File: config.mk
export PLATFORM = sky130hd
export DESIGN_NAME = mf3_median9
export DESIGN_NICKNAME = d
export VERILOG_FILES = /design/src/hdl/mf3_pkg.sv /design/src/hdl/mf3_median9.sv
export SDC_FILE = /design/constraint.sdc
export NUM_CORES = 1
export LEC_CHECK = 0
export BUFFER_PORTS_ARGS = -buffer_cell sky130_fd_sc_hd__clkbuf_2
export CORE_ASPECT_RATIO = 1.2
export CORE_MARGIN = 5
export CORE_UTILIZATION = 50
export DETAILED_ROUTE_END_ITERATION = 6
export MAX_ROUTING_LAYER = met4
export PLACE_DENSITY = 0.79
export SLEW_MARGIN = 20
export SYNTH_ARGS = -nofsm -noshare
export SYNTH_HDL_FRONTEND = slang
export SYNTH_SLANG_ARGS = --single-unit
File: constraint.sdc
create_clock -name vclk -period 24.2
set_input_delay 1.21 -clock vclk [all_inputs]
set_output_delay 1.21 -clock vclk [all_outputs]
set_load 0.02 [all_outputs]
File: src/hdl/mf3_pkg.sv
// mf3_pkg: shared types, constants and helpers of the 3x3 median filter
// used by mf3_scan, mf3_median9 and median_filter_3x3; no dependencies
`timescale 1ns / 1ps
`default_nettype none

package mf3_pkg;

  localparam int MAX_WIDTH  = 1024;
  localparam int MAX_HEIGHT = 1024;

  localparam int PIX_W     = 8;
  localparam int CFG_W     = 11;
  localparam int CFG_IDX_W = 1;
  localparam int WIN_N     = 9;

  localparam int COL_W = (MAX_WIDTH > 1) ? $clog2(MAX_WIDTH) : 1;
  localparam int ROW_W = (MAX_HEIGHT > 1) ? $clog2(MAX_HEIGHT) : 1;

  localparam int DIM_A = (CFG_W > COL_W + 1) ? CFG_W : COL_W + 1;
  localparam int DIM_W = (DIM_A > ROW_W + 1) ? DIM_A : ROW_W + 1;

  localparam int MIN_DIM = 3;
  localparam int BORDER  = 2;

  localparam logic [CFG_W-1:0] LINE_WIDTH_RST   = CFG_W'(1024);
  localparam logic [CFG_W-1:0] FRAME_HEIGHT_RST = CFG_W'(1024);

  typedef enum logic [CFG_IDX_W-1:0] {
    REG_LINE_WIDTH   = 1'b0,
    REG_FRAME_HEIGHT = 1'b1
  } cfg_reg_e;

  typedef logic [WIN_N-1:0][PIX_W-1:0] win_t;

  typedef struct packed {
    logic has_res;
    logic line_end;
    logic frame_end;
  } tag_t;

  typedef struct packed {
    logic valid;
    tag_t tag;
  } stage_t;

  // last position index for a configured dimension; the dimension is clamped to [MIN_DIM, hi] first
  function automatic logic [DIM_W-1:0] dim_last(input logic [CFG_W-1:0] v,
                                                input logic [DIM_W-1:0] hi);
    logic [DIM_W-1:0] x;
    x = DIM_W'(v);
    if (x < DIM_W'(MIN_DIM)) begin
      x = DIM_W'(MIN_DIM);
    end else if (x > hi) begin
      x = hi;
    end
    return x - DIM_W'(1);
  endfunction

endpackage

`default_nettype wire

File: src/hdl/mf3_median9.sv
// mf3_median9: 19 compare-exchange network giving the median of nine pixels
// depends on mf3_pkg
`timescale 1ns / 1ps
`default_nettype none

module mf3_median9 (
  input  wire mf3_pkg::win_t                  win_i,
  output logic [mf3_pkg::PIX_W-1:0]           median_o
);

  // returns {min, max}
  function automatic logic [2*mf3_pkg::PIX_W-1:0] sort2(
    input logic [mf3_pkg::PIX_W-1:0] a,
    input logic [mf3_pkg::PIX_W-1:0] b
  );
    return (a < b) ? {a, b} : {b, a};
  endfunction

  logic [mf3_pkg::PIX_W-1:0] v [mf3_pkg::WIN_N];

  always_comb begin
    for (int i = 0; i < mf3_pkg::WIN_N; i++) begin
      v[i] = win_i[i];
    end
    {v[1], v[2]} = sort2(v[1], v[2]);
    {v[4], v[5]} = sort2(v[4], v[5]);
    {v[7], v[8]} = sort2(v[7], v[8]);
    {v[0], v[1]} = sort2(v[0], v[1]);
    {v[3], v[4]} = sort2(v[3], v[4]);
    {v[6], v[7]} = sort2(v[6], v[7]);
    {v[1], v[2]} = sort2(v[1], v[2]);
    {v[4], v[5]} = sort2(v[4], v[5]);
    {v[7], v[8]} = sort2(v[7], v[8]);
    {v[0], v[3]} = sort2(v[0], v[3]);
    {v[5], v[8]} = sort2(v[5], v[8]);
    {v[4], v[7]} = sort2(v[4], v[7]);
    {v[3], v[6]} = sort2(v[3], v[6]);
    {v[1], v[4]} = sort2(v[1], v[4]);
    {v[2], v[5]} = sort2(v[2], v[5]);
    {v[4], v[7]} = sort2(v[4], v[7]);
    {v[4], v[2]} = sort2(v[4], v[2]);
    {v[6], v[4]} = sort2(v[6], v[4]);
    {v[4], v[2]} = sort2(v[4], v[2]);
  end

  assign median_o = v[4];

endmodule

`default_nettype wire

==> results of run 1 <==
[layer usage]
metal / share of wire / vias up / global-route usage
met1: 0.43 / 3344 / 0.302
li1: - / 3701 / -
met3: 0.050 / 51 / 0.00619
met5: 0 / - / -
met4: 0.046 / 0 / 0.0870
met2: 0.47 / 239 / 0.414
[Yosys cell counts (4+ instances only)]
master    count  area share
ha_1        124        0.23
nor2_1       96       0.054
a31oi_1       8      0.0075
o21ai_0      77       0.058
buf_1         4      0.0022
a211o_1       8       0.010
o21a_1       21       0.024
nand2b_1     13       0.012
o21ai_1       7      0.0052
mux2i_1      85        0.13
a211oi_2      4      0.0075
mux2_4        6       0.013
and2_1       10      0.0093
nand3_1      15       0.011
inv_1        99       0.056
mux2_2        8       0.013
nor3_1        8      0.0060
nand2_1      81       0.045
clkbuf_1     19       0.011
a221oi_1      5      0.0065
a22oi_1       4      0.0045
a21o_1       26       0.029
nor2b_1       8      0.0075
a211oi_1      9       0.010
o211ai_1      9       0.010
mux2i_2       4      0.0082
o31ai_1       9       0.010
mux2_1        4      0.0067
nand4_1      16       0.015
a21oi_1     114       0.085
[stage by stage]
step / hold slack (ns) / instances
6_report: 3.33 / 1195
3_5_place_dp: 3.35 / 1195
2_1_floorplan: 3.02 / 972
5_1_grt: 3.41 / 1195
3_3_place_gp: 3.33 / 1195
4_1_cts: 3.35 / 1195
[cells by family (layout without fill, tap and decap cells)]
group           after synthesis  in the layout  synth area share
compound gates              345            345             0.339
mux                         107            107             0.169
fa+ha+maj                   124            124             0.232
simple gates                267            267             0.182
buf+inv                     129            184            0.0780
[final cells by class]
| type | instances | area [µm²] | share of cell area |
|---|---|---|---|
| multi-input combinational | 843 | 6180 | 0.858 |
| inverter | 99 | 372 | 0.0516 |
| timing repair buffer | 85 | 438 | 0.0608 |
| tap | 168 | 210 | 0.0292 |
[critical path: cells and delay by family]
family	cells	cell delay, ns
adder cells (fa/ha/maj)	9	2.70
buffers and inverters	7	0.85
AO/OA/AOI/OAI	41	10.63
AND/OR/NAND/NOR	16	1.99
multiplexers	4	1.34
[final timing paths]
check,from,endpoint,slack [ns],cells after the start
worst min-delay path,win_i[55],median_o[7],3.33,6
worst max-delay path,win_i[71],median_o[0],4.26,77
==> reports/qor.csv, run 1 <==
stage;metric;value;unit
outcome;status;complete, no violations;
drt;TritonRoute pass-1 iters;5;
finish;Core Util, Final;0.546;
clock_tree;hold buffers post-CTS;0;
placement;dpl cell area;0.00720;mm²
timing;Final setup viols;0;
global_routing;antenna violations before repair;0;
timing;slack of the critical path;4.26;ns
drt;final WL;19400;µm
timing;Worst-Margin Slew;0.866;ns
clock_tree;post-CTS sizing;0;
die;Core Rows;46;
placement;DP HPWL;16800;µm
setup_path;CP max-delay cell;a311o_1;
synth;syn nets;1168;
finish;Register Area;0;µm²
synth;Mean Syn Cell Area;6.89;µm²
global_routing;vias in the first global route;6696;
die;Die X;116;µm
setup_path;Crit path top cell by count;a21oi_1;
placement;Post-Place Setup Slack;4.55;ns
finish;fillers;1300;
placement;routability cong.;0.980;
drt;Initial DRC Count;608;
synth;Syn Std Cell Area;0.00669;mm²
synth;YS warnings;0;
flow_run;Max-Cap Viols;0;
setup_path;critical path endpoint category;output port;
setup_path;WS Path Type;in2out;
synth;synth unique cells;75;
drt;DRC Markers;0;
timing;Max Clk Rate;50.1;MHz
die;core area;0.0132;mm²
timing;Pins Over Slew Limit;0;
timing;final hold viol count;0;
finish;most frequent cells in the layout;ha_1 (124), a21oi_1 (113), inv_1 (99);
hold_path;worst hold path type;in2out;
placement;buffers added on ports;80;
finish;final instance area;0.00720;mm²
finish;layout cells sized above 1;0.125;
drt;DR WL/cell;16.2;µm
timing;final worst path period need;19.94;ns
finish;sequential cells;0;
setup_path;Startpoint Class;input pin;
die;die extent in y;137;µm
timing;final worst-path cycle share;0.824;
drt;Via density;6.14;
finish;Nets;1225;
die;Ports;80;
die;Starting Density;0.508;
drt;DR vias;7335;
global_routing;Remaining Overflow, GRT;0;
setup_path;WP data arrival;18.73;ns
clock_tree;post-CTS setup buffers;0;
finish;clkbuf count;0;
global_routing;GRT Total Usage;0.241;
timing;Rel. slew slack;0.423;
global_routing;global-route wire length before repair;30800;µm
timing;RSZ-0062 raised after global routing;no;
synth;post-synthesis sequential area ratio;0;
finish;n_diodes;0;
global_routing;largest net degree at the start of global routing;28;
synth;Gate Count Post-Synth;972;
die;area of the die;0.0158;mm²
drt;Post-DRT Antenna Nets;0;
setup_path;CP max stage delay;0.76;ns
timing;Setup TNS;0;ns
finish;commonest non-fill, non-tap cell in the layout;ha_1;
finish;P&R area growth vs syn;7.57;%
setup_path;worst path required time;22.99;ns
setup_path;worst-path maximum fanout;27;
Power of run 1 is not shown: default switching activity piles up to over one toggle a cycle in this logic, so the estimate is an artifact.
==> inputs of run 2 (changes only) <==
- ABC_AREA: default -> 1
- PLACE_DENSITY: 0.79 -> 0.83
- clock period: 24.2 -> 17.7 ns (I/O delays scaled with it)
==> reports/qor.csv, run 2 <==
stage;metric;value;unit
finish;Nets;1340;
outcome;status;complete, no violations;
global_routing;global-route wire length before repair;25300;µm
timing;Hold WS;2.72;ns
drt;wire length on met1;6790;µm
synth;top cells by area, synth;ha_1 (27%), nand2_1 (25%), o21ai_0 (16%);
synth;syn nets;1293;
drt;Post-DRT Antenna Nets;0;
die;Ports;80;
setup_path;Startpoint Class;input pin;
drt;metal2 WL;7620;µm
drt;Initial DRC Count;388;
drt;DR WL/cell;11.9;µm
global_routing;antenna violations before repair;0;
synth;XOR/XNOR Fraction of Synth Area;0;
setup_path;CP max stage delay;0.74;ns
finish;Register Area;0;µm²
setup_path;worst path required time;16.82;ns
synth;synth unique cells;27;
die;Starting Density;0.507;
flow_run;Max-Cap Viols;0;
drt;final WL;15400;µm
synth;post-synthesis sequential area ratio;0;
drt;top sig layer;met4;
placement;routability cong.;1.01;
setup_path;CP max-delay cell;a21boi_1;
synth;Syn Std Cell Area;0.00584;mm²
drt;DR vias;6860;
timing;Pins Over Slew Limit;0;
placement;buffers added on ports;80;
synth;Gate Count Post-Synth;1097;
finish;n_diodes;0;
timing;final hold viol count;0;
setup_path;worst-path maximum fanout;31;
synth;Post-Synth Simple-Gate Area;0.380;
timing;Worst-Margin Slew;0.870;ns
clock_tree;post-CTS setup buffers;0;
timing;Max Clk Rate;63.2;MHz
synth;mux contribution to synthesized area;0;
die;core area;0.0115;mm²
global_routing;largest net degree at the start of global routing;33;
clock_tree;hold buffers post-CTS;0;
synth;most common cell in the netlist;nand2_1;
timing;RSZ-0062 raised after global routing;no;
timing;Setup TNS;0;ns
synth;compound-gate portion of the synthesized area;0.246;
drt;TritonRoute pass-1 iters;5;
timing;Rel. slew slack;0.418;
global_routing;Remaining Overflow, GRT;0;
global_routing;GRT Total Usage;0.220;
synth;Post-synth top cells;nand2_1 (381), o21ai_0 (182), ha_1 (124);
die;die extent in y;128;µm
synth;top-area cell type share of the netlist area;0.266;
drt;Via density;5.28;
hold_path;worst hold path type;in2out;
drt;DRC Markers;0;
synth;leading area contributor after synthesis;ha_1;
synth;largest family of logic cells by synthesized area;simple AND/OR/NAND/NOR gates;
timing;Final setup viols;0;
die;Core Rows;43;
finish;most frequent cells in the layout;nand2_1 (381), o21ai_0 (182), ha_1 (124);
timing;final worst-path cycle share;0.894;
clock_tree;post-CTS sizing;0;
placement;DP HPWL;13800;µm
global_routing;vias in the first global route;5843;
finish;clkbuf count;0;
finish;commonest non-fill, non-tap cell in the layout;nand2_1;
setup_path;WP data arrival;14.94;ns
finish;layout cells sized above 1;0.103;
synth;Mean Syn Cell Area;5.32;µm²
drt;met3 routed WL;603;µm
die;area of the die;0.0139;mm²
setup_path;critical path endpoint category;output port;
synth;YS warnings;0;
synth;Synth Area in Adders;0.266;
timing;final worst path period need;15.82;ns
finish;sequential cells;0;
die;Die X;109;µm
finish;P&R area growth vs syn;7.55;%
setup_path;WS Path Type;in2out;
## run 2: cell count changes in the layout (fill, tap and decap cells not counted), sizes merged, moves of 10 or more
cell / before / now
nand2: 81 / 410
o21ai: 86 / 191
mux2i: 89 / 0
a21oi: 118 / 65
nand3: 15 / 52
nor2: 97 / 64
a21o: 26 / 0
o21a: 21 / 1
inv: 99 / 117
mux2: 18 / 0
nand2b: 13 / 0
nand4: 16 / 3
and2: 10 / 0
## run 2: path summary, 6_finish.rpt
kind | end | from | depth (start not counted) | slack [ns]
min | median_o[0] | win_i[48] | 10 | 2.72
max | median_o[4] | win_i[45] | 59 | 1.88
## run 2: layout make-up
type	instances	area, µm²
Tap cell	157	196
Fill cell	1238	5240
Multi-Input combinational cell	936	5200
Timing Repair Buffer	81	408
Inverter	125	469
## run 2: logic make-up (layout without fill, tap and decap cells)
| logic type | count (synthesis) | after routing |
|---|---|---|
| AND/OR/NAND/NOR | 536 | 536 |
| buffers and inverters | 161 | 206 |
| adder cells (fa/ha/maj) | 124 | 124 |
| AO/OA/AOI/OAI | 276 | 276 |
## run 2: per-layer routing
layer | vias to the layer above | GRT usage
met2 | 142 | 0.396
met5 | - | -
li1 | 3739 | -
met4 | 0 | 0.0490
met3 | 24 | 0.00502
met1 | 2955 | 0.273
## run 2: critical path, delay by kind of cell
kind / cells / cell delay [ns]
AOI/OAI and AO/OA: 24 / 7.64
and+or+nand+nor: 22 / 3.00
adders and majority gates: 9 / 2.86
buffers and inverters: 4 / 0.52
## run 2: metrics by stage
stage          utilization  instances  instance area (µm²)  setup slack [ns]
2_1_floorplan            -       1097                 5840              3.70
4_1_cts              0.545       1299                 6280              2.08
3_3_place_gp         0.545       1299                 6280              2.51
6_report             0.545       1299                 6280              1.88
5_1_grt              0.545       1299                 6280             0.353
3_5_place_dp         0.545       1299                 6280              2.11
Power of run 2 is left out for the same reason.
==> inputs of run 3 (changes only) <==
- CORE_MARGIN: 5 -> default
==> reports/qor.csv, run 3 (synthesis results as in run 2) <==
stage;metric;value;unit
outcome;status;complete, no violations;
finish;Register Area;0;µm²
clock_tree;post-CTS sizing;0;
placement;DP HPWL;13400;µm
setup_path;worst path required time;16.82;ns
global_routing;Remaining Overflow, GRT;0;
die;Ports;80;
timing;final hold viol count;0;
die;die extent in y;120;µm
global_routing;global-route wire length before repair;26100;µm
placement;routability cong.;1.06;
clock_tree;post-CTS setup buffers;0;
die;core area;0.0112;mm²
drt;DR vias;6868;
finish;sequential cells;0;
drt;DRC Markers;0;
clock_tree;hold buffers post-CTS;0;
global_routing;vias in the first global route;6024;
setup_path;CP max stage delay;0.75;ns
setup_path;WS Path Type;in2out;
setup_path;crit path launch;win_i[45];
die;area of the die;0.0121;mm²
drt;Initial DRC Count;427;
finish;clkbuf count;0;
die;Die X;101;µm
die;Starting Density;0.521;
timing;final worst path period need;15.89;ns
die;Core Rows;42;
setup_path;WP data arrival;15.00;ns
setup_path;critical path endpoint category;output port;
timing;Worst-Margin Slew;0.849;ns
timing;Setup TNS;0;ns
hold_path;worst hold path type;in2out;
finish;Nets;1340;
setup_path;worst-path maximum fanout;31;
drt;Post-DRT Antenna Nets;0;
timing;Pins Over Slew Limit;0;
flow_run;Max-Cap Viols;0;
drt;Via density;5.30;
finish;most frequent cells in the layout;nand2_1 (381), o21ai_0 (182), ha_1 (124);
timing;RSZ-0062 raised after global routing;no;
timing;Rel. slew slack;0.431;
drt;TritonRoute pass-1 iters;5;
finish;commonest non-fill, non-tap cell in the layout;nand2_1;
setup_path;Startpoint Class;input pin;
global_routing;largest net degree at the start of global routing;33;
timing;Max Clk Rate;62.9;MHz
drt;final WL;15300;µm
finish;P&R area growth vs syn;7.48;%
setup_path;CP max-delay cell;a21boi_1;
timing;Final setup viols;0;
global_routing;antenna violations before repair;0;
placement;buffers added on ports;80;
hold_path;Hold Crit Start;win_i[48];
finish;n_diodes;0;
timing;final worst-path cycle share;0.898;
finish;layout cells sized above 1;0.103;
drt;DR WL/cell;11.8;µm
global_routing;GRT Total Usage;0.265;
-- run 3: cell counts in the layout (fill, tap and decap cells not counted) --
Identical to the previous run, type by type.
-- run 3: worst max-delay path: cells and delay by family --
kind,cells,cell delay [ns]
buffers and inverters,4,0.50
adder cells (fa/ha/maj),9,2.79
AO/OA/AOI/OAI,26,7.87
AND/OR/NAND/NOR,21,2.92
-- run 3: path summary, 6_finish.rpt --
check                 depth (start not counted)           to
worst min-delay path                         10  median_o[0]
worst max-delay path                         60  median_o[3]
-- run 3: stage by stage --
| step | setup WS, ns | instance area, µm² | utilization | cells | hold WS [ns] |
|---|---|---|---|---|---|
| final | 1.81 | 6270 | 0.560 | 1296 | 2.69 |
| after global routing | 0.407 | 6270 | 0.560 | 1296 | 2.75 |
| after global placement | 2.43 | 6270 | 0.560 | 1296 | 2.67 |
| after floorplan | 3.70 | 5840 | - | 1097 | 2.37 |
| after CTS | 2.03 | 6270 | 0.560 | 1296 | 2.69 |
| after detailed placement | 2.09 | 6270 | 0.560 | 1296 | 2.69 |
-- run 3: area by class of cell --
type	count	area, µm²
Fill cell	1180	4920
Tap cell	154	193
Timing Repair Buffer	81	408
Inverter	125	469
Multi-Input combinational cell	936	5200
-- run 3: per-layer routing --
layer,global-route usage,share of wire
met2,0.466,0.47
met3,0.00694,0.045
met4,0.0779,0.034
met5,-,0
met1,0.329,0.45
Power of run 3 is left out for the same reason.
